$ cat config.mk
export PLATFORM = sky130hd
export DESIGN_NAME = apm_mul
export DESIGN_NICKNAME = d
export VERILOG_FILES = /design/src/rtl/apm_pkg.sv /design/src/rtl/apm_mul.sv
export SDC_FILE = /design/constraint.sdc
export NUM_CORES = 2
export LEC_CHECK = 0
export ABC_CLOCK_PERIOD_IN_PS = 10400
export BUFFER_PORTS_ARGS = -buffer_cell sky130_fd_sc_hd__buf_4
export CAP_MARGIN = 20
export CORE_ASPECT_RATIO = 0.7
export CORE_UTILIZATION = 55
export DETAILED_ROUTE_END_ITERATION = 10
export PLACE_DENSITY = 0.75
export SKIP_CTS_REPAIR_TIMING = 1
export SLEW_MARGIN = 20
export SYNTH_ARGS = -nofsm -noshare
export SYNTH_HDL_FRONTEND = slang
export SYNTH_SLANG_ARGS = --single-unit
export TNS_END_PERCENT = 100
$ cat constraint.sdc
create_clock -name aclk -period 10.4 [get_ports aclk]
set_input_delay 3.12 -clock aclk [delete_from_list [all_inputs] [get_ports aclk]]
set_output_delay 3.12 -clock aclk [all_outputs]
set_load 0.05 [all_outputs]
$ cat src/rtl/apm_pkg.sv
// ----------------------------------------------------------------------------
// Attitude PD mixer package
// Shared widths, fixed-point constants, register indexes, state types and
// helper functions for the attitude estimator and motor mixer.
// ----------------------------------------------------------------------------
package apm_pkg;

    localparam int ANGLE_FRAC_BITS_DEF = 16;
    localparam int CORDIC_STEPS_DEF    = 16;
    localparam int TABLE_LEN           = 24;

    // Shared multiplier operand and product widths.
    localparam int MUL_A_W = 45;
    localparam int MUL_B_W = 20;
    localparam int MUL_P_W = MUL_A_W + MUL_B_W;

    // Tilt unit widths.
    localparam int RAD_W      = 48;
    localparam int SQRT_STEPS = RAD_W / 2;
    localparam int CORDIC_W   = 28;
    localparam int ZW         = 33;
    localparam int STEP_W     = 5;

    // Fixed-point constants.
    localparam logic [21:0] GYRO_STEP  = 22'd3908420;
    localparam logic [16:0] BLEND_OLD  = 17'd64225;
    localparam logic [10:0] BLEND_NEW  = 11'd1311;
    localparam logic [18:0] INV_DT     = 19'd315077;
    localparam logic [6:0]  TERM_LIMIT = 7'd85;
    localparam logic [20:0] DUTY_MAX   = 21'd2000000;
    localparam logic [20:0] DUTY_MIN   = 21'd1000000;

    // Configuration register indexes.
    localparam logic [2:0] REG_PROP_GAIN     = 3'd0;
    localparam logic [2:0] REG_DERIV_GAIN    = 3'd1;
    localparam logic [2:0] REG_BASE_THROTTLE = 3'd2;
    localparam logic [2:0] REG_MIX_GAIN      = 3'd3;
    localparam logic [2:0] REG_WARMUP_ITEMS  = 3'd4;

    // Configuration reset values.
    localparam logic [15:0] PROP_GAIN_RST     = 16'd4096;
    localparam logic [15:0] DERIV_GAIN_RST    = 16'd1229;
    localparam logic [20:0] BASE_THROTTLE_RST = 21'd1500000;
    localparam logic [15:0] MIX_GAIN_RST      = 16'd5880;
    localparam logic [7:0]  WARMUP_ITEMS_RST  = 8'd151;

    typedef enum logic [1:0] {
        T_IDLE,
        T_SQRT,
        T_CORDIC,
        T_DONE
    } tilt_state_t;

    typedef enum logic [4:0] {
        C_IDLE,
        C_GX,
        C_GY,
        C_GYW,
        C_S1,
        C_S2,
        C_S3,
        C_S4,
        C_TP,
        C_TPW,
        C_TR,
        C_TRW,
        C_B1,
        C_B2,
        C_B3,
        C_B4,
        C_B5,
        C_ERR,
        C_D1,
        C_D2,
        C_D3,
        C_D4,
        C_D5,
        C_M1,
        C_M2,
        C_M3,
        C_OUT
    } ctl_state_t;

    typedef struct packed {
        logic                    start;
        logic signed [15:0]      num;
        logic        [RAD_W-1:0] radicand;
    } tilt_req_t;

    typedef struct packed {
        logic                 done;
        logic signed [ZW-1:0] angle;
    } tilt_rsp_t;

    // Arctangent of 2^-i in degrees, Q24.
    function automatic logic [30:0] atan_deg_q24(input logic [STEP_W-1:0] i);
        logic [30:0] r;
        case (i)
            5'd0:    r = 31'd754974720;
            5'd1:    r = 31'd445687602;
            5'd2:    r = 31'd235489088;
            5'd3:    r = 31'd119537938;
            5'd4:    r = 31'd60000934;
            5'd5:    r = 31'd30029717;
            5'd6:    r = 31'd15018523;
            5'd7:    r = 31'd7509720;
            5'd8:    r = 31'd3754917;
            5'd9:    r = 31'd1877466;
            5'd10:   r = 31'd938734;
            5'd11:   r = 31'd469367;
            5'd12:   r = 31'd234684;
            5'd13:   r = 31'd117342;
            5'd14:   r = 31'd58671;
            5'd15:   r = 31'd29335;
            5'd16:   r = 31'd14668;
            5'd17:   r = 31'd7334;
            5'd18:   r = 31'd3667;
            5'd19:   r = 31'd1833;
            5'd20:   r = 31'd917;
            5'd21:   r = 31'd458;
            5'd22:   r = 31'd229;
            5'd23:   r = 31'd115;
            default: r = 31'd0;
        endcase
        return r;
    endfunction

    // Saturate to the signed 32-bit range.
    function automatic logic signed [31:0] sat32(input logic signed [65:0] v);
        logic signed [31:0] r;
        if (v > 66'sd2147483647) begin
            r = 32'sh7FFFFFFF;
        end else if (v < -66'sd2147483648) begin
            r = 32'sh80000000;
        end else begin
            r = v[31:0];
        end
        return r;
    endfunction

    // Clamp a duty value to the legal motor range.
    function automatic logic [20:0] duty_clamp(input logic signed [25:0] v);
        logic [20:0] r;
        if (v > $signed({5'd0, DUTY_MAX})) begin
            r = DUTY_MAX;
        end else if (v < $signed({5'd0, DUTY_MIN})) begin
            r = DUTY_MIN;
        end else begin
            r = v[20:0];
        end
        return r;
    endfunction

endpackage

$ cat src/rtl/apm_mul.sv
// ----------------------------------------------------------------------------
// Attitude PD mixer shared multiplier
// Signed multiplier with a registered product, time-shared by the sequencer.
// ----------------------------------------------------------------------------
module apm_mul (
    input  logic                                 aclk,
    input  logic signed [apm_pkg::MUL_A_W-1:0]  a,
    input  logic signed [apm_pkg::MUL_B_W-1:0]  b,
    output logic signed [apm_pkg::MUL_P_W-1:0]  p
);

    logic signed [apm_pkg::MUL_P_W-1:0] p_reg;

    always_ff @(posedge aclk) begin
        p_reg <= apm_pkg::MUL_P_W'(a) * apm_pkg::MUL_P_W'(b);
    end

    assign p = p_reg;

endmodule

-- Word level (Yosys, flattened, before mapping)
Index checks and enable logic that the tools add are counted.
- input bits: 66
- word-level logic and storage cells: 2
- register bits after elaboration: 65
- output and inout port bits: 65
- multiply operators: 1
- operator list (cell ; number):
    45-bit by 20-bit multiplier with 65-bit output ; 1

-- Logic depth before layout (Yosys ltp)
- depth in word-level cells: 1
- depth in mapped cells: 28
- depth with buffers taken out: 25

-- Worst setup path after synthesis
Ideal clock, no wire load.
- path type: input-to-reg
- from: input b[2] in the netlist's numbering
- to: register p_reg, in the netlist p[64]
- stages: 25
- arrival: 9.778 ns
- required time: 10.265 ns
- library setup time: 0.135 ns
- setup slack: 0.487 ns
- path buffers: 3
- cells stage by stage: clkbuf_1 clkbuf_1 and2_1 fa_1 fa_1 fa_1 inv_1 fa_1 inv_1 fa_1 fa_1 inv_1 fa_1 inv_1 ha_1 buf_2 a21oi_2 nand2_1 a21oi_1 o21a_1 o21ai_1 a221oi_1 inv_1 a311oi_1 nor4b_4
- longest elaborated chain between the ends: 1
- RTL lines (item ; RTL line ; source):
    start: declaration ; apm_mul.sv:8 ; input logic signed [apm_pkg::MUL_B_W-1:0] b,
    45-bit by 20-bit multiplier with 65-bit output ; apm_mul.sv:15 ; p_reg <= apm_pkg::MUL_P_W'(a) * apm_pkg::MUL_P_W'(b);
    end signal: assignment ; apm_mul.sv:15 ;
    end: declaration ; apm_mul.sv:12 ; logic signed [apm_pkg::MUL_P_W-1:0] p_reg;
Every way passes these cells.

-- Worst setup path in the final report
- from: input b[5] in the netlist's numbering
- to: register p_reg, in the netlist p[57]
Same word-level chain as after synthesis.

==> flow_metrics.env <==
export IMPL_status="finished clean"
export IMPL_ant_nets=0
export IMPL_async_flop_share_pct=0
export IMPL_clk_pin_slew_worst_paths_ps=60
export IMPL_synth_simple_area_share_pct=16.1
export IMPL_first_pass_iters=6
export IMPL_start_util_pct=56.3
export IMPL_fin_ws_ps=301
export IMPL_vias_per_cell=5.49
export IMPL_grt_overflow=0
export IMPL_syn_inst=3594
export IMPL_worstPathArrival_ps=10370
export IMPL_maxCapViolCount=0
export IMPL_die_w_um=292
export IMPL_vias=23800
export IMPL_hold_worst_slack_ps=3140
export IMPL_crit_start="b[5]"
export IMPL_path_class="in -> reg"
export IMPL_tritoncts="done"
export IMPL_hold_viol_final=0
export IMPL_grt_pass1_vias=25100
export IMPL_synth_cell_types=75
export IMPL_grt_pass1_wl_um=144000
export IMPL_synth_edff_count=0
export IMPL_rsz0062_at_grt="false"
export IMPL_ys_seq_area_share_pct=4.02
export IMPL_synth_compound_area_share_pct=4.48
export IMPL_clock_fmax_mhz=99.0
export IMPL_setup_tns_ps=0
export IMPL_io_buffers=130
export IMPL_wire_per_inst_um=20.6
export IMPL_die_area_mm2=0.0598
export IMPL_route_detailed_drc=0
export IMPL_die_h_um=205
export IMPL_final_common_cell="inv_1"
export IMPL_muxShareOfSynthArea_pct=0.0309
export IMPL_final_cells=4346
export IMPL_dp_cells=4330
export IMPL_core_area_mm2=0.0575
export IMPL_grt_max_degree=46
export IMPL_areaGrowthSynthToFinish_pct=5.84
export IMPL_ys_seq_elements=65
export IMPL_hold_class="in -> reg"
export IMPL_crit_path_end_kind="register"
export IMPL_synth_flop_cell="dfxtp_1"
export IMPL_fin_crit_sh_pct=97.1
export IMPL_final_cell_mix="inv_1, fa_1, nand2_1, and2_1, buf_4"
export IMPL_period_minus_slack_ps=10100
export IMPL_synth_top_family_by_area="adder cells"
export IMPL_synthXorXnorAreaFrac_pct=1.87
export IMPL_dp_hpwl_um=70800
export IMPL_routed_wl_um=89700
export IMPL_synth_nets=4687
export IMPL_grt_usage_pct=32.0
export IMPL_largest_reg_flops=65
export IMPL_cts_max_path_buffers=2
export IMPL_setup_viol=0
export IMPL_place_congestion=0.965
export IMPL_cp_max_fo=43
export IMPL_cp_start_kind="input port"
export IMPL_core_rowCount=73
export IMPL_antennaDiodeCount=0
export IMPL_post_place_ws_ps=106
export IMPL_fin_nets=4684
export IMPL_drive_gt1_share_pct=6.59
export IMPL_max_slew_margin_rel_pct=54.0
export IMPL_netlist_area_mm2=0.0324
export IMPL_drt_first_iter_violations=2315
export IMPL_antenna_found_initial=2
export IMPL_synth_avg_cell_area_um2=9.00
export IMPL_root_buffer="clkbuf_16"
export IMPL_cts_made_buffers=9
export IMPL_synth_fa_ha_area_share_pct=59.9
export IMPL_endpoint="p[57]$_DFF_P_"
export IMPL_maxSlewViolCount=0
export IMPL_cts_sinks=65
export IMPL_cts_max_level=3
export IMPL_worstMarginPinSlew_ps=689
export IMPL_io_pins=131
export IMPL_yosysWarnings=0
export IMPL_critPathRequiredTime_ps=10680
## worst min path at each step
| stage | from | to | slack, ps | cells past startpoint |
|---|---|---|---|---|
| final | a[0] | p[0]$_DFF_P_ | 3140 | 2 |
| after detailed placement | a[0] | p[0]$_DFF_P_ | 3560 | 2 |
| after global placement | a[0] | p[0]$_DFF_P_ | 3550 | 2 |
| after global routing | a[0] | p[0]$_DFF_P_ | 3150 | 2 |
| after floorplan | b[0] | p[0]$_DFF_P_ | 3440 | 2 |
| after CTS | a[0] | p[0]$_DFF_P_ | 3110 | 2 |
## critical path: stages
cell	delay, ps
buf_4	530
nand2_1	180
fa_1	570
fa_1	540
fa_1	510
inv_1	50
fa_1	470
fa_1	460
fa_1	540
inv_1	60
fa_1	480
inv_1	40
ha_1	350
nand2_1	290
o21ai_1	220
nor3_1	410
nand4_2	410
a21oi_4	350
o31ai_4	130
a221oi_2	370
o31ai_2	110
xor2_1	140
## metal layers
metal | GRT usage [%] | up-vias | wire length [um]
li1 | - | 10200 | -
met1 | 47.7 | 12200 | 38500
met2 | 45.3 | 1416 | 37100
met3 | 10.7 | 104 | 12500
met4 | 6.30 | 0 | 1580
met5 | 0 | - | 0
## layout make-up
type | count | area [um2]
well taps | 750 | 938
clock inverters | 3 | 65.1
fillers | 4997 | 23200
flip-flops and latches | 65 | 1300
inverters | 968 | 3630
repair buffers | 187 | 1420
multi-input cells | 2360 | 26600
clock buffers | 13 | 240
## per-stage QoR
stage               utilization, %  area, um2
finish                        59.6      34200
floorplan                        -      32400
detailed placement            59.1      33900
global route                  59.6      34200
CTS                           59.6      34200
global placement              59.1      33900
## synthesized netlist by cell type (3+ instances only)
master	count	area [um2]
a211o_1	3	26.3
a211oi_1	6	45.0
a21o_1	25	188
a21oi_1	65	325
a21oi_2	3	26.3
a31oi_1	6	37.5
and2_1	392	2450
and3_1	11	68.8
buf_1	4	15.0
buf_2	8	40.0
clkbuf_1	188	706
dfxtp_1	65	1300
fa_1	870	17400
ha_1	157	1960
inv_1	968	3630
nand2_1	515	1930
nand2b_1	10	62.6
nand3_1	21	105
nand4_1	9	56.3
nor2_1	65	244
nor3_1	8	40.0
o2111ai_1	3	26.3
o211ai_1	5	37.5
o21a_1	6	45.0
o21ai_0	25	125
o21ai_1	15	75.1
o21bai_1	11	82.6
xnor2_1	49	429
xor2_1	20	175
## cell families (layout without fill, tap and decap cells)
kind of cell,after synthesis,after routing
buffers and inverters,1169,1171
AND/OR/NAND/NOR,1055,1055
adder cells (fa/ha/maj),1027,1027
AO/OA/AOI/OAI,208,208
XOR/XNOR,69,69
flip-flops,65,65
multiplexers,1,1
Power is not shown: default switching activity piles up to over one toggle a cycle in this logic, so the estimate is an artifact.
