## src/rtl/apm_pkg.sv

```systemverilog
// ----------------------------------------------------------------------------
// Attitude PD mixer package
// Shared widths, fixed-point constants, register indexes, state types and
// helper functions for the attitude estimator and motor mixer.
// ----------------------------------------------------------------------------
package apm_pkg;

    localparam int ANGLE_FRAC_BITS_DEF = 16;
    localparam int CORDIC_STEPS_DEF    = 16;
    localparam int TABLE_LEN           = 24;

    // Shared multiplier operand and product widths.
    localparam int MUL_A_W = 45;
    localparam int MUL_B_W = 20;
    localparam int MUL_P_W = MUL_A_W + MUL_B_W;

    // Tilt unit widths.
    localparam int RAD_W      = 48;
    localparam int SQRT_STEPS = RAD_W / 2;
    localparam int CORDIC_W   = 28;
    localparam int ZW         = 33;
    localparam int STEP_W     = 5;

    // Fixed-point constants.
    localparam logic [21:0] GYRO_STEP  = 22'd3908420;
    localparam logic [16:0] BLEND_OLD  = 17'd64225;
    localparam logic [10:0] BLEND_NEW  = 11'd1311;
    localparam logic [18:0] INV_DT     = 19'd315077;
    localparam logic [6:0]  TERM_LIMIT = 7'd85;
    localparam logic [20:0] DUTY_MAX   = 21'd2000000;
    localparam logic [20:0] DUTY_MIN   = 21'd1000000;

    // Configuration register indexes.
    localparam logic [2:0] REG_PROP_GAIN     = 3'd0;
    localparam logic [2:0] REG_DERIV_GAIN    = 3'd1;
    localparam logic [2:0] REG_BASE_THROTTLE = 3'd2;
    localparam logic [2:0] REG_MIX_GAIN      = 3'd3;
    localparam logic [2:0] REG_WARMUP_ITEMS  = 3'd4;

    // Configuration reset values.
    localparam logic [15:0] PROP_GAIN_RST     = 16'd4096;
    localparam logic [15:0] DERIV_GAIN_RST    = 16'd1229;
    localparam logic [20:0] BASE_THROTTLE_RST = 21'd1500000;
    localparam logic [15:0] MIX_GAIN_RST      = 16'd5880;
    localparam logic [7:0]  WARMUP_ITEMS_RST  = 8'd151;

    typedef enum logic [1:0] {
        T_IDLE,
        T_SQRT,
        T_CORDIC,
        T_DONE
    } tilt_state_t;

    typedef enum logic [4:0] {
        C_IDLE,
        C_GX,
        C_GY,
        C_GYW,
        C_S1,
        C_S2,
        C_S3,
        C_S4,
        C_TP,
        C_TPW,
        C_TR,
        C_TRW,
        C_B1,
        C_B2,
        C_B3,
        C_B4,
        C_B5,
        C_ERR,
        C_D1,
        C_D2,
        C_D3,
        C_D4,
        C_D5,
        C_M1,
        C_M2,
        C_M3,
        C_OUT
    } ctl_state_t;

    typedef struct packed {
        logic                    start;
        logic signed [15:0]      num;
        logic        [RAD_W-1:0] radicand;
    } tilt_req_t;

    typedef struct packed {
        logic                 done;
        logic signed [ZW-1:0] angle;
    } tilt_rsp_t;

    // Arctangent of 2^-i in degrees, Q24.
    function automatic logic [30:0] atan_deg_q24(input logic [STEP_W-1:0] i);
        logic [30:0] r;
        case (i)
            5'd0:    r = 31'd754974720;
            5'd1:    r = 31'd445687602;
            5'd2:    r = 31'd235489088;
            5'd3:    r = 31'd119537938;
            5'd4:    r = 31'd60000934;
            5'd5:    r = 31'd30029717;
            5'd6:    r = 31'd15018523;
            5'd7:    r = 31'd7509720;
            5'd8:    r = 31'd3754917;
            5'd9:    r = 31'd1877466;
            5'd10:   r = 31'd938734;
            5'd11:   r = 31'd469367;
            5'd12:   r = 31'd234684;
            5'd13:   r = 31'd117342;
            5'd14:   r = 31'd58671;
            5'd15:   r = 31'd29335;
            5'd16:   r = 31'd14668;
            5'd17:   r = 31'd7334;
            5'd18:   r = 31'd3667;
            5'd19:   r = 31'd1833;
            5'd20:   r = 31'd917;
            5'd21:   r = 31'd458;
            5'd22:   r = 31'd229;
            5'd23:   r = 31'd115;
            default: r = 31'd0;
        endcase
        return r;
    endfunction

    // Saturate to the signed 32-bit range.
    function automatic logic signed [31:0] sat32(input logic signed [65:0] v);
        logic signed [31:0] r;
        if (v > 66'sd2147483647) begin
            r = 32'sh7FFFFFFF;
        end else if (v < -66'sd2147483648) begin
            r = 32'sh80000000;
        end else begin
            r = v[31:0];
        end
        return r;
    endfunction

    // Clamp a duty value to the legal motor range.
    function automatic logic [20:0] duty_clamp(input logic signed [25:0] v);
        logic [20:0] r;
        if (v > $signed({5'd0, DUTY_MAX})) begin
            r = DUTY_MAX;
        end else if (v < $signed({5'd0, DUTY_MIN})) begin
            r = DUTY_MIN;
        end else begin
            r = v[20:0];
        end
        return r;
    endfunction

endpackage

```

## src/rtl/apm_tilt.sv

```systemverilog
// ----------------------------------------------------------------------------
// Attitude PD mixer tilt unit
// Bit-serial square root followed by a vectoring CORDIC that returns
// atan(256 * num / sqrt(radicand)) in degrees.
// ----------------------------------------------------------------------------
module apm_tilt #(
    parameter int ANGLE_FRAC_BITS = apm_pkg::ANGLE_FRAC_BITS_DEF,
    parameter int CORDIC_STEPS    = apm_pkg::CORDIC_STEPS_DEF
) (
    input  logic               aclk,
    input  logic               aresetn,
    input  apm_pkg::tilt_req_t req,
    output apm_pkg::tilt_rsp_t rsp
);

    localparam int ITERS = (CORDIC_STEPS < apm_pkg::TABLE_LEN) ?
                           CORDIC_STEPS : apm_pkg::TABLE_LEN;
    localparam int RSH   = 24 - ANGLE_FRAC_BITS;
    localparam int HALF  = (RSH == 0) ? 0 : (1 << (RSH - 1));
    localparam int CW    = apm_pkg::CORDIC_W;
    localparam int ZW    = apm_pkg::ZW;
    localparam int RW    = apm_pkg::RAD_W;
    localparam int SW    = apm_pkg::STEP_W;

    apm_pkg::tilt_state_t state_reg, state_next;

    logic        [SW-1:0] step_reg;
    logic        [RW-1:0] n_reg, res_reg, bit_reg;
    logic signed [CW-1:0] x_reg, y_reg;
    logic signed [ZW-1:0] z_reg;

    logic        [RW-1:0] trial, n_new, res_new;
    logic                 ge;
    logic signed [CW-1:0] xs, ys, x_new, y_new;
    logic signed [ZW-1:0] ang, z_new;
    logic signed [ZW:0]   z_round;
    logic                 sqrt_last, cordic_last;

    // One square-root bit per cycle.
    always_comb begin
        trial   = res_reg + bit_reg;
        ge      = (n_reg >= trial);
        n_new   = ge ? (n_reg - trial) : n_reg;
        res_new = ge ? ((res_reg >> 1) + bit_reg) : (res_reg >> 1);
    end

    // One CORDIC rotation per cycle.
    always_comb begin
        xs  = x_reg >>> step_reg;
        ys  = y_reg >>> step_reg;
        ang = ZW'(apm_pkg::atan_deg_q24(step_reg));
        if (y_reg > 0) begin
            x_new = x_reg + ys;
            y_new = y_reg - xs;
            z_new = z_reg + ang;
        end else begin
            x_new = x_reg - ys;
            y_new = y_reg + xs;
            z_new = z_reg - ang;
        end
    end

    assign sqrt_last   = (step_reg == SW'(apm_pkg::SQRT_STEPS - 1));
    assign cordic_last = (step_reg == SW'(ITERS - 1));

    always_comb begin
        state_next = state_reg;
        case (state_reg)
            apm_pkg::T_IDLE: begin
                if (req.start) begin
                    state_next = (req.num == 16'sd0) ? apm_pkg::T_DONE : apm_pkg::T_SQRT;
                end
            end
            apm_pkg::T_SQRT: begin
                if (sqrt_last) begin
                    state_next = apm_pkg::T_CORDIC;
                end
            end
            apm_pkg::T_CORDIC: begin
                if (cordic_last) begin
                    state_next = apm_pkg::T_DONE;
                end
            end
            apm_pkg::T_DONE: begin
                state_next = apm_pkg::T_IDLE;
            end
            default: begin
                state_next = apm_pkg::T_IDLE;
            end
        endcase
    end

    always_comb begin
        z_round   = (ZW+1)'(z_reg) + (ZW+1)'(HALF);
        rsp.done  = (state_reg == apm_pkg::T_DONE);
        rsp.angle = ZW'(z_round >>> RSH);
    end

    always_ff @(posedge aclk) begin
        if (!aresetn) begin
            state_reg <= apm_pkg::T_IDLE;
        end else begin
            state_reg <= state_next;
        end
    end

    always_ff @(posedge aclk) begin
        case (state_reg)
            apm_pkg::T_IDLE: begin
                if (req.start) begin
                    n_reg    <= req.radicand;
                    res_reg  <= '0;
                    bit_reg  <= RW'(1) << (RW - 2);
                    y_reg    <= CW'($signed(req.num)) <<< 8;
                    z_reg    <= '0;
                    step_reg <= '0;
                end
            end
            apm_pkg::T_SQRT: begin
                n_reg   <= n_new;
                res_reg <= res_new;
                bit_reg <= bit_reg >> 2;
                if (sqrt_last) begin
                    x_reg    <= CW'(res_new);
                    step_reg <= '0;
                end else begin
                    step_reg <= step_reg + SW'(1);
                end
            end
            apm_pkg::T_CORDIC: begin
                x_reg    <= x_new;
                y_reg    <= y_new;
                z_reg    <= z_new;
                step_reg <= step_reg + SW'(1);
            end
            default: begin
            end
        endcase
    end

endmodule

```

## config.mk

```make
export PLATFORM = sky130hd
export DESIGN_NAME = apm_tilt
export DESIGN_NICKNAME = d
export VERILOG_FILES = /design/src/rtl/apm_pkg.sv /design/src/rtl/apm_tilt.sv
export SDC_FILE = /design/constraint.sdc
export NUM_CORES = 1
export LEC_CHECK = 0
export ABC_AREA = 1
export BUFFER_PORTS_ARGS = -buffer_cell sky130_fd_sc_hd__buf_4
export CORE_ASPECT_RATIO = 1.5
export CORE_UTILIZATION = 40
export CTS_BUF_LIST = sky130_fd_sc_hd__clkbuf_8 sky130_fd_sc_hd__clkbuf_16
export DETAILED_ROUTE_END_ITERATION = 8
export SYNTH_ARGS = -nofsm -noshare
export SYNTH_HDL_FRONTEND = slang
export SYNTH_SLANG_ARGS = --single-unit
```

## constraint.sdc

```tcl
create_clock -name aclk -period 11.05 [get_ports aclk]
set_clock_uncertainty 0.2 [all_clocks]
set_input_delay 1.6575 -clock aclk [delete_from_list [all_inputs] [get_ports aclk]]
set_output_delay 1.6575 -clock aclk [all_outputs]
set_load 0.05 [all_outputs]
```

# Yosys cells after proc, flatten, opt, wreduce, memory -nomap -nowiden
# Memories as Yosys holds them, arrays and structs flattened. A register that Yosys moved wholly into a read port is not among the register bits.
# Index checks and enable logic that the tools add are counted.
# word_totals
n_memories	1
ff_bits	240
wordCells	71
inputBits	67
rom_bits	960
out_inout_bits	34
# mem_list
memory	words	width	rd	rd_ports_with_merged_regs	wr	line_no	rtl
(name not given)	32	30	1	1	0	apm_pkg.sv:98	case (i)
# classes
eq_ne	9
shift	2
magnitude_cmp	2
n_addsub	11
reduce_logical	12
n_mux	26
# ops
operator	count
48-bit one-hot mux with 2 select lines	3
48-bit 2-to-1 mux	5
28-bit 2-to-1 mux	4
28-bit one-hot mux with 2 select lines	2
33-bit 2-to-1 mux	2
33-bit one-hot mux with 2 select lines	1
28-bit adder	2
28-bit by 5-bit >>> shifter with 28-bit output	2
28-bit subtractor	2
47-bit by 48-bit adder with 48-bit output	1
48-bit adder	1
48-bit >= comparator	1
48-bit subtractor	1
33-bit by 9-bit adder with 34-bit output, second input constant	1
33-bit by 32-bit adder with 33-bit output	1
33-bit by 32-bit subtractor with 33-bit output	1
28-bit by 1-bit > comparator with 1-bit output, second input constant	1
16-bit zero test	1
5-bit 2-to-1 mux	3
5-bit one-hot mux with 3 select lines	1
2-bit 2-to-1 mux	4
2-bit != test, second input constant	4
2-bit one-hot mux with 4 select lines	1
2-bit AND reduction	4
other kinds (9)	13

# Depth between registers and ports, before layout
# Gate-level depths: netlist (run 1).
# depth
ltp_word	5
depth_mapped	34
mapped_depth_nobuf	32

# Worst setup path after synthesis (run 1)
# No wires, ideal clock.
# synth_timing
path_kind	register to register
from	register res_reg[2]
to	register n_reg[0] (enable)
path_buffers	1
slack_ns	3.546
setup_ns	0.513
stages_incl_launch_ff	27
required_time_ns	10.337
synth_period_minus_slack_ns	7.504
arrival_ns	6.791
cell_sequence	edfxtp_1 > ha_1 > nand2_1 > a21oi_2 > nand2_1 > a21oi_2 > nand2_1 > o21ai_1 > nand2_1 > o22ai_1 > a21oi_1 > o21bai_1 > nand2_1 > nand3b_1 > nand2_1 > ha_1 > nand2_1 > inv_1 > a21oi_1 > o21ai_0 > nand2_1 > o2111ai_1 > nor2_1 > nand3_1 > buf_4 > nor2_2 > nor3_1
# synth_between
elab_chain_len	4
# synth_lines
item	line_no	rtl
from (decl)	apm_tilt.sv:28	logic [RW-1:0] n_reg, res_reg, bit_reg;
from (signal assigned)	apm_tilt.sv:121	res_reg <= res_new;
48-bit adder	apm_tilt.sv:41	trial = res_reg + bit_reg;
48-bit >= comparator	apm_tilt.sv:42	ge = (n_reg >= trial);
2-bit != test (no source line)	-	
3-bit AND reduction (no source line)	-	
to (signal assigned)	apm_tilt.sv:111	n_reg <= req.radicand;
to (signal assigned)	apm_tilt.sv:120	n_reg <= n_new;
to (decl)	apm_tilt.sv:28	
# No other way between the ends.
# A chain may end at the register's enable or synchronous reset.

# Worst setup path in the final report (run 1)
# layout_timing
from	register res_reg[2]
to	register n_reg[4] (enable)
# Same word-level chain as after synthesis.

==> results of run 1 <==
==> per-stage QoR <==
step           cell area, sq um  utilization, %  worst slack, ns  instances
2_1_floorplan             27330               -            3.546       4124
3_3_place_gp              28780           42.47            4.229       5022
3_5_place_dp              28780           42.47            4.174       5022
4_1_cts                   29830           44.01            4.140       5080
5_1_grt                   29830           44.01            3.816       5080
6_report                  29830           44.01            4.193       5080
==> routing by layer <==
| metal | wire [um] | vias to the layer above |
|---|---|---|
| met3 | 2679 | 229 |
| met4 | 5110 | 2 |
| met5 | 13 | - |
| met1 | 34420 | 12620 |
| li1 | - | 14010 |
| met2 | 49100 | 616 |
==> worst register-to-register path: cells and delay by family (launching register included) <==
family | cells | cell delay (ns)
buffers and inverters | 2 | 1.08
adder cells (fa/ha/maj) | 2 | 0.76
AO/OA/AOI/OAI | 4 | 1.42
XOR/XNOR | 1 | 0.13
flip-flops | 1 | 0.48
AND/OR/NAND/NOR | 12 | 2.36
==> path summary, 6_finish.rpt <==
path                          endpoint  slack (ns)  depth (start not counted)
max                 n_reg[4]$_DFFE_PP_        4.19                         21
min          state_reg[0]$_SDFFE_PN0P_        0.32                          2
max reg2reg         n_reg[4]$_DFFE_PP_        4.19                         21
min reg2reg  state_reg[0]$_SDFFE_PN0P_        0.32                          2
==> logic make-up (layout without fill, tap and decap cells) <==
logic type                 after synthesis  count (layout)  share of synthesized area, %
buffers and inverters                  587             651                         8.758
and+or+nand+nor                       2052            2052                         32.02
adders and majority gates              205             205                         9.495
AOI/OAI and AO/OA                      805             805                         16.50
DFF                                    246             246                         25.86
xor gates and xnor gates               222             222                         7.114
muxes                                    7               7                        0.2564
==> cell usage in the layout (no fill, tap or decap), types with 17 or more instances in the layout <==
master / instances
a31oi_1: 53
nor2_2: 18
clkbuf_16: 31
buf_4: 123
a21oi_1: 273
xor2_1: 138
o21ai_1: 49
o21bai_1: 17
nand3_1: 381
or2_2: 34
nand2_1: 1027
inv_1: 453
o21a_1: 22
nand2_2: 21
edfxtp_1: 214
o21ai_0: 281
nand4_1: 33
ha_1: 199
dfxtp_1: 32
xnor2_1: 84
nor2_1: 423
o211ai_1: 20
nor4_1: 28
nor3_1: 47
==> layout make-up <==
class	count	area [sq um]	share of cell area [%]
clock buffers	31	775.7	2.600
clock inverters	27	271.5	0.9102
inverters	470	1772	5.939
multi-input cells	3291	17910	60.02
flip-flops and latches	246	7067	23.69
well taps	892	1116	3.741
repair buffers	123	923.4	3.095
==> results.toml, run 1 <==
[drt]
via_per_inst = 5.409
vias = 27480
final_antenna_net_count = 0
wl_per_cell_um = 17.98
drcViolationCount = 0
routed_wl_um = 91320
drtPass1Iterations = 5
drtIter0Drc = 1530

[grt]
grt_busiest_layer = "met2"
grt.total_usage_pct = 25.89
grt_max_degree = 75
met3_usage_pct = 1.905
grt_pass1_vias = 27320
grt_pass1_wl_um = 142600
gr-usage-met2_pct = 51.00
gr-usage-met1_pct = 26.80
gr-total-overflow = 0
antenna_found_initial = 1

[critical_path]
r2r_start = "res_reg[2]$_SDFFCE_PN0P_"
crit_type = "reg -> reg"
crit_chain = "ha_1, nand2_1, a21oi_2, nand2_1, a21oi_2, nand2_1, o21ai_1, nand3_1, a21oi_1, xnor2_1, ha_1, nand2_1, nor2_1, nand2_1, nor4_1, nand3_1, nand3_2, buf_4, nor2_2, nor3_2, buf_4"
crit_family = "simple AND/OR/NAND/NOR gates"
cp-startpoint = "res_reg[2]$_SDFFCE_PN0P_"
cp_data_required_time_ns = 11.10
crit_path_top_delay_cell = "nor4_1"
worstPathMaxFanout = 56
cp-start-kind = "register"
end_kind = "register"
worstPathArrival_ns = 6.91
cp_num_buf_inv = 2
cp_slowest_stage_delay_ns = 0.84
cp_common_cell = "nand2_1"

[cts]
path_clk_slew_ns = 0.06
cts_resized = 0
clockBufferDepth = 3
tritoncts.num_buffers = 31
cts.sinks = 246
cts_tree = "built"
clk_latency_ns = 0.64
htree_levels = 1
post_cts_buffers = 0
root_buffer = "clkbuf_16"
hold_buffers = 0

[die]
coreArea_sq_mm = 0.06778
die_h_um = 322.1
die_w_um = 215.4
row_count = 117
start_util_pct = 40.32
ios = 101
dieArea_sq_mm = 0.06940

[synthesis]
synth.most_common_cell = "nand2_1"
synth_area_sq_mm = 0.02733
yosys_register_bits = 246
seq_area_frac_synth_pct = 25.86
yosys.area.top_type = "edfxtp_1"
syn_nets = 4396
synth_edf_count = 214
avgSynthCellArea_sq_um = 6.627
synth_flop_cell = "edfxtp_1"
ys_top_cells_by_area = "edfxtp_1 24%, nand2_1 14%, ha_1 9.2%, nand3_1 7.0%, inv_1 6.2%"
syn_inst = 4124
synth-async-reset-ratio_pct = 0
synth_cell_types = 65
synth_warnings = 0
synth_top_area_share_pct = 23.51
synth_common_cells = "1,027 x nand2_1, 452 x inv_1, 425 x nor2_1"

[timing]
rsz0062_at_grt = "false"
setup_viol = 0
max-slew-margin-rel_pct = 26.29
fmax_mhz = 145.8
drv_slew = 0
timing.setup.tns_ns = 0
finalCriticalPeriod_ns = 6.857
hold_ws_ns = 0.3204
worst_slew_pin_slew_ns = 1.096
post-route-period-util_pct = 62.05
finalHoldViolCount = 0

[flow_run]
drv_cap = 0

[place]
dpl.hpwl_um = 72900
gp_congestion = 0.9874
port-buffer-count = 100

[min_path]
worstHoldStart = "state_reg[0]$_SDFFE_PN0P_"
hold_class = "reg -> reg"

[final_layout]
fill_cells = 7294
antenna_cells = 0
synthToLayoutAreaGrowth_pct = 9.152
fin_nets = 4435
drive_gt1_share_pct = 7.283

[outcome]
status = "finished clean"
Power of run 1 is not shown: default switching activity piles up to over one toggle a cycle in this logic, so the estimate is an artifact.
==> inputs of run 2 (changes only) <==
Settings changed: ABC_AREA 1 to 0.
Clock period 11.05 ns to 6.28 ns, I/O delays scaled along.
==> run 2 against run 1 <==
- final area down 3.4%
- critical path depth down 1
- via count down 16%
==> results.toml, run 2 <==
[synthesis]
yosys.area.top_type = "edfxtp_1"
syn_nets = 3133
ys_top_cells_by_area = "edfxtp_1 25%, ha_1 9.9%, xnor2_1 6.2%, mux4_2 5.1%, a21oi_1 4.6%"
seq_area_frac_synth_pct = 27.71
synth_warnings = 0
synth_top_area_share_pct = 25.20
yosys_register_bits = 246
synth_cell_types = 94
avgSynthCellArea_sq_um = 8.915
synth_area_sq_mm = 0.02550
synth-async-reset-ratio_pct = 0
synth_edf_count = 214
synth.most_common_cell = "nor2_1"
syn_inst = 2861
synth_flop_cell = "edfxtp_1"
synth_common_cells = "287 x nor2_1, 235 x a21oi_1, 222 x nand2_1"

[cts]
root_buffer = "clkbuf_16"
clockBufferDepth = 3
clk_latency_ns = 0.61
cts_tree = "built"
cts.sinks = 246
htree_levels = 1
tritoncts.num_buffers = 30
path_clk_slew_ns = 0.06

[die]
die_h_um = 311.3
dieArea_sq_mm = 0.06480
ios = 101
start_util_pct = 40.36
die_w_um = 208.2
coreArea_sq_mm = 0.06320
row_count = 113

[timing]
fmax_mhz = 166.1
finalCriticalPeriod_ns = 6.020
worst_slew_pin_slew_ns = 1.096
post-route-period-util_pct = 95.86
max-slew-margin-rel_pct = 26.32
finalHoldViolCount = 0
drv_slew = 0
fin_ws_ns = 0.2601
setup_viol = 0

[final_layout]
most-common-layout-cells = "285 x nor2_1, 232 x a21oi_1, 220 x nand2_1"
fin_nets = 3237
drive_gt1_share_pct = 15.52
antenna_cells = 0
final_common_cell = "nor2_1"
fill_cells = 6087
final_util_pct = 45.58
synthToLayoutAreaGrowth_pct = 12.95

[min_path]
worstHoldStart = "state_reg[0]$_SDFFE_PN0P_"
hold_class = "reg -> reg"

[drt]
routed_wl_um = 78820
wl_per_cell_um = 20.77
drcViolationCount = 0
drtIter0Drc = 1493
vias = 22990
drtPass1Iterations = 5
via_per_inst = 6.060
final_antenna_net_count = 0

[outcome]
status = "finished clean"

[grt]
grt_max_degree = 89
grt.total_usage_pct = 23.80
grt_pass1_wl_um = 124100
gr-total-overflow = 0
grt_pass1_vias = 23120
antenna_found_initial = 0

[critical_path]
r2r_start = "step_reg[1]$_DFFE_PP_"
worstPathArrival_ns = 6.17
cp-startpoint = "step_reg[1]$_DFFE_PP_"
end_kind = "register"
cp_data_required_time_ns = 6.43
crit_type = "reg -> reg"
cp-start-kind = "register"
worstPathMaxFanout = 57

[place]
port-buffer-count = 100
dp_slack_ns = 0.1893
gp_congestion = 0.9862
dpl.hpwl_um = 60300

[flow_run]
drv_cap = 0
==> run 2: worst paths after layout <==
| path | end | slack, ns | depth (start not counted) |
|---|---|---|---|
| setup / recovery | x_reg[24]$_DFFE_PP_ | 0.26 | 20 |
| hold / removal | state_reg[0]$_SDFFE_PN0P_ | 0.38 | 2 |
| setup reg to reg | x_reg[24]$_DFFE_PP_ | 0.26 | 20 |
| hold reg to reg | state_reg[0]$_SDFFE_PN0P_ | 0.38 | 2 |
==> run 2: cell families (layout without fill, tap and decap cells) <==
logic type / Yosys count / in the layout / synth area share [%]
buf+inv: 190 / 318 / 3.262
mux: 199 / 199 / 11.03
simple gates: 895 / 895 / 16.89
xor+xnor: 280 / 280 / 9.615
fa+ha+maj: 205 / 205 / 10.17
compound gates: 846 / 846 / 21.33
flops: 246 / 246 / 27.71
==> run 2: timing repair <==
item	in CTS	in global routing
hold buffers	0	0
endpoints found under the setup margin	0	14
setup buffers	0	5
resized for setup	0	6
==> run 2: worst max-delay path, stage by stage, from the launching register on <==
cell and delay [ns]:
edfxtp_1 0.37, buf_12 0.30, mux2_2 0.43, mux4_2 0.51, mux4_2 0.56, nor4b_4 0.39, and4_4 0.32, nor4b_4 0.31
buf_4 0.21, a211oi_1 0.07, a211oi_1 0.18, a31oi_1 0.08, ha_1 0.35, nand2_1 0.12, nor2_1 0.05, a21oi_1 0.16
o31ai_2 0.12, o41ai_1 0.38, a311oi_1 0.19, xor2_1 0.17, mux2_2 0.27
==> run 2: cell type report <==
cell class	instances	area, sq um	area share [%]
clock buffers	39	930.9	3.232
clock inverters	17	203.9	0.7080
inverters	63	236.5	0.8209
multi-input cells	2425	17790	61.76
flip-flops and latches	246	7067	24.53
well taps	805	1007	3.497
repair buffers	199	1569	5.447
==> run 2: routing by layer <==
layer	part of all wire (%)	routed length (um)	track usage [%]
met2	52	41160	44.75
met5	0	0	0
met1	37	29540	25.71
met4	5.8	4546	13.47
met3	4.5	3572	2.499
==> run 2: stage by stage <==
step                      TNS [ns]  instances  hold slack [ns]  instance area, sq um
after floorplan             -76.12       2861           0.2995                 25630
after global placement           0       3733           0.3557                 27610
after detailed placement         0       3733           0.3674                 27610
after CTS                        0       3789           0.3739                 28750
after global routing      -0.07144       3794           0.3995                 28810
final                            0       3794           0.3768                 28810
Power of run 2 is left out for the same reason.
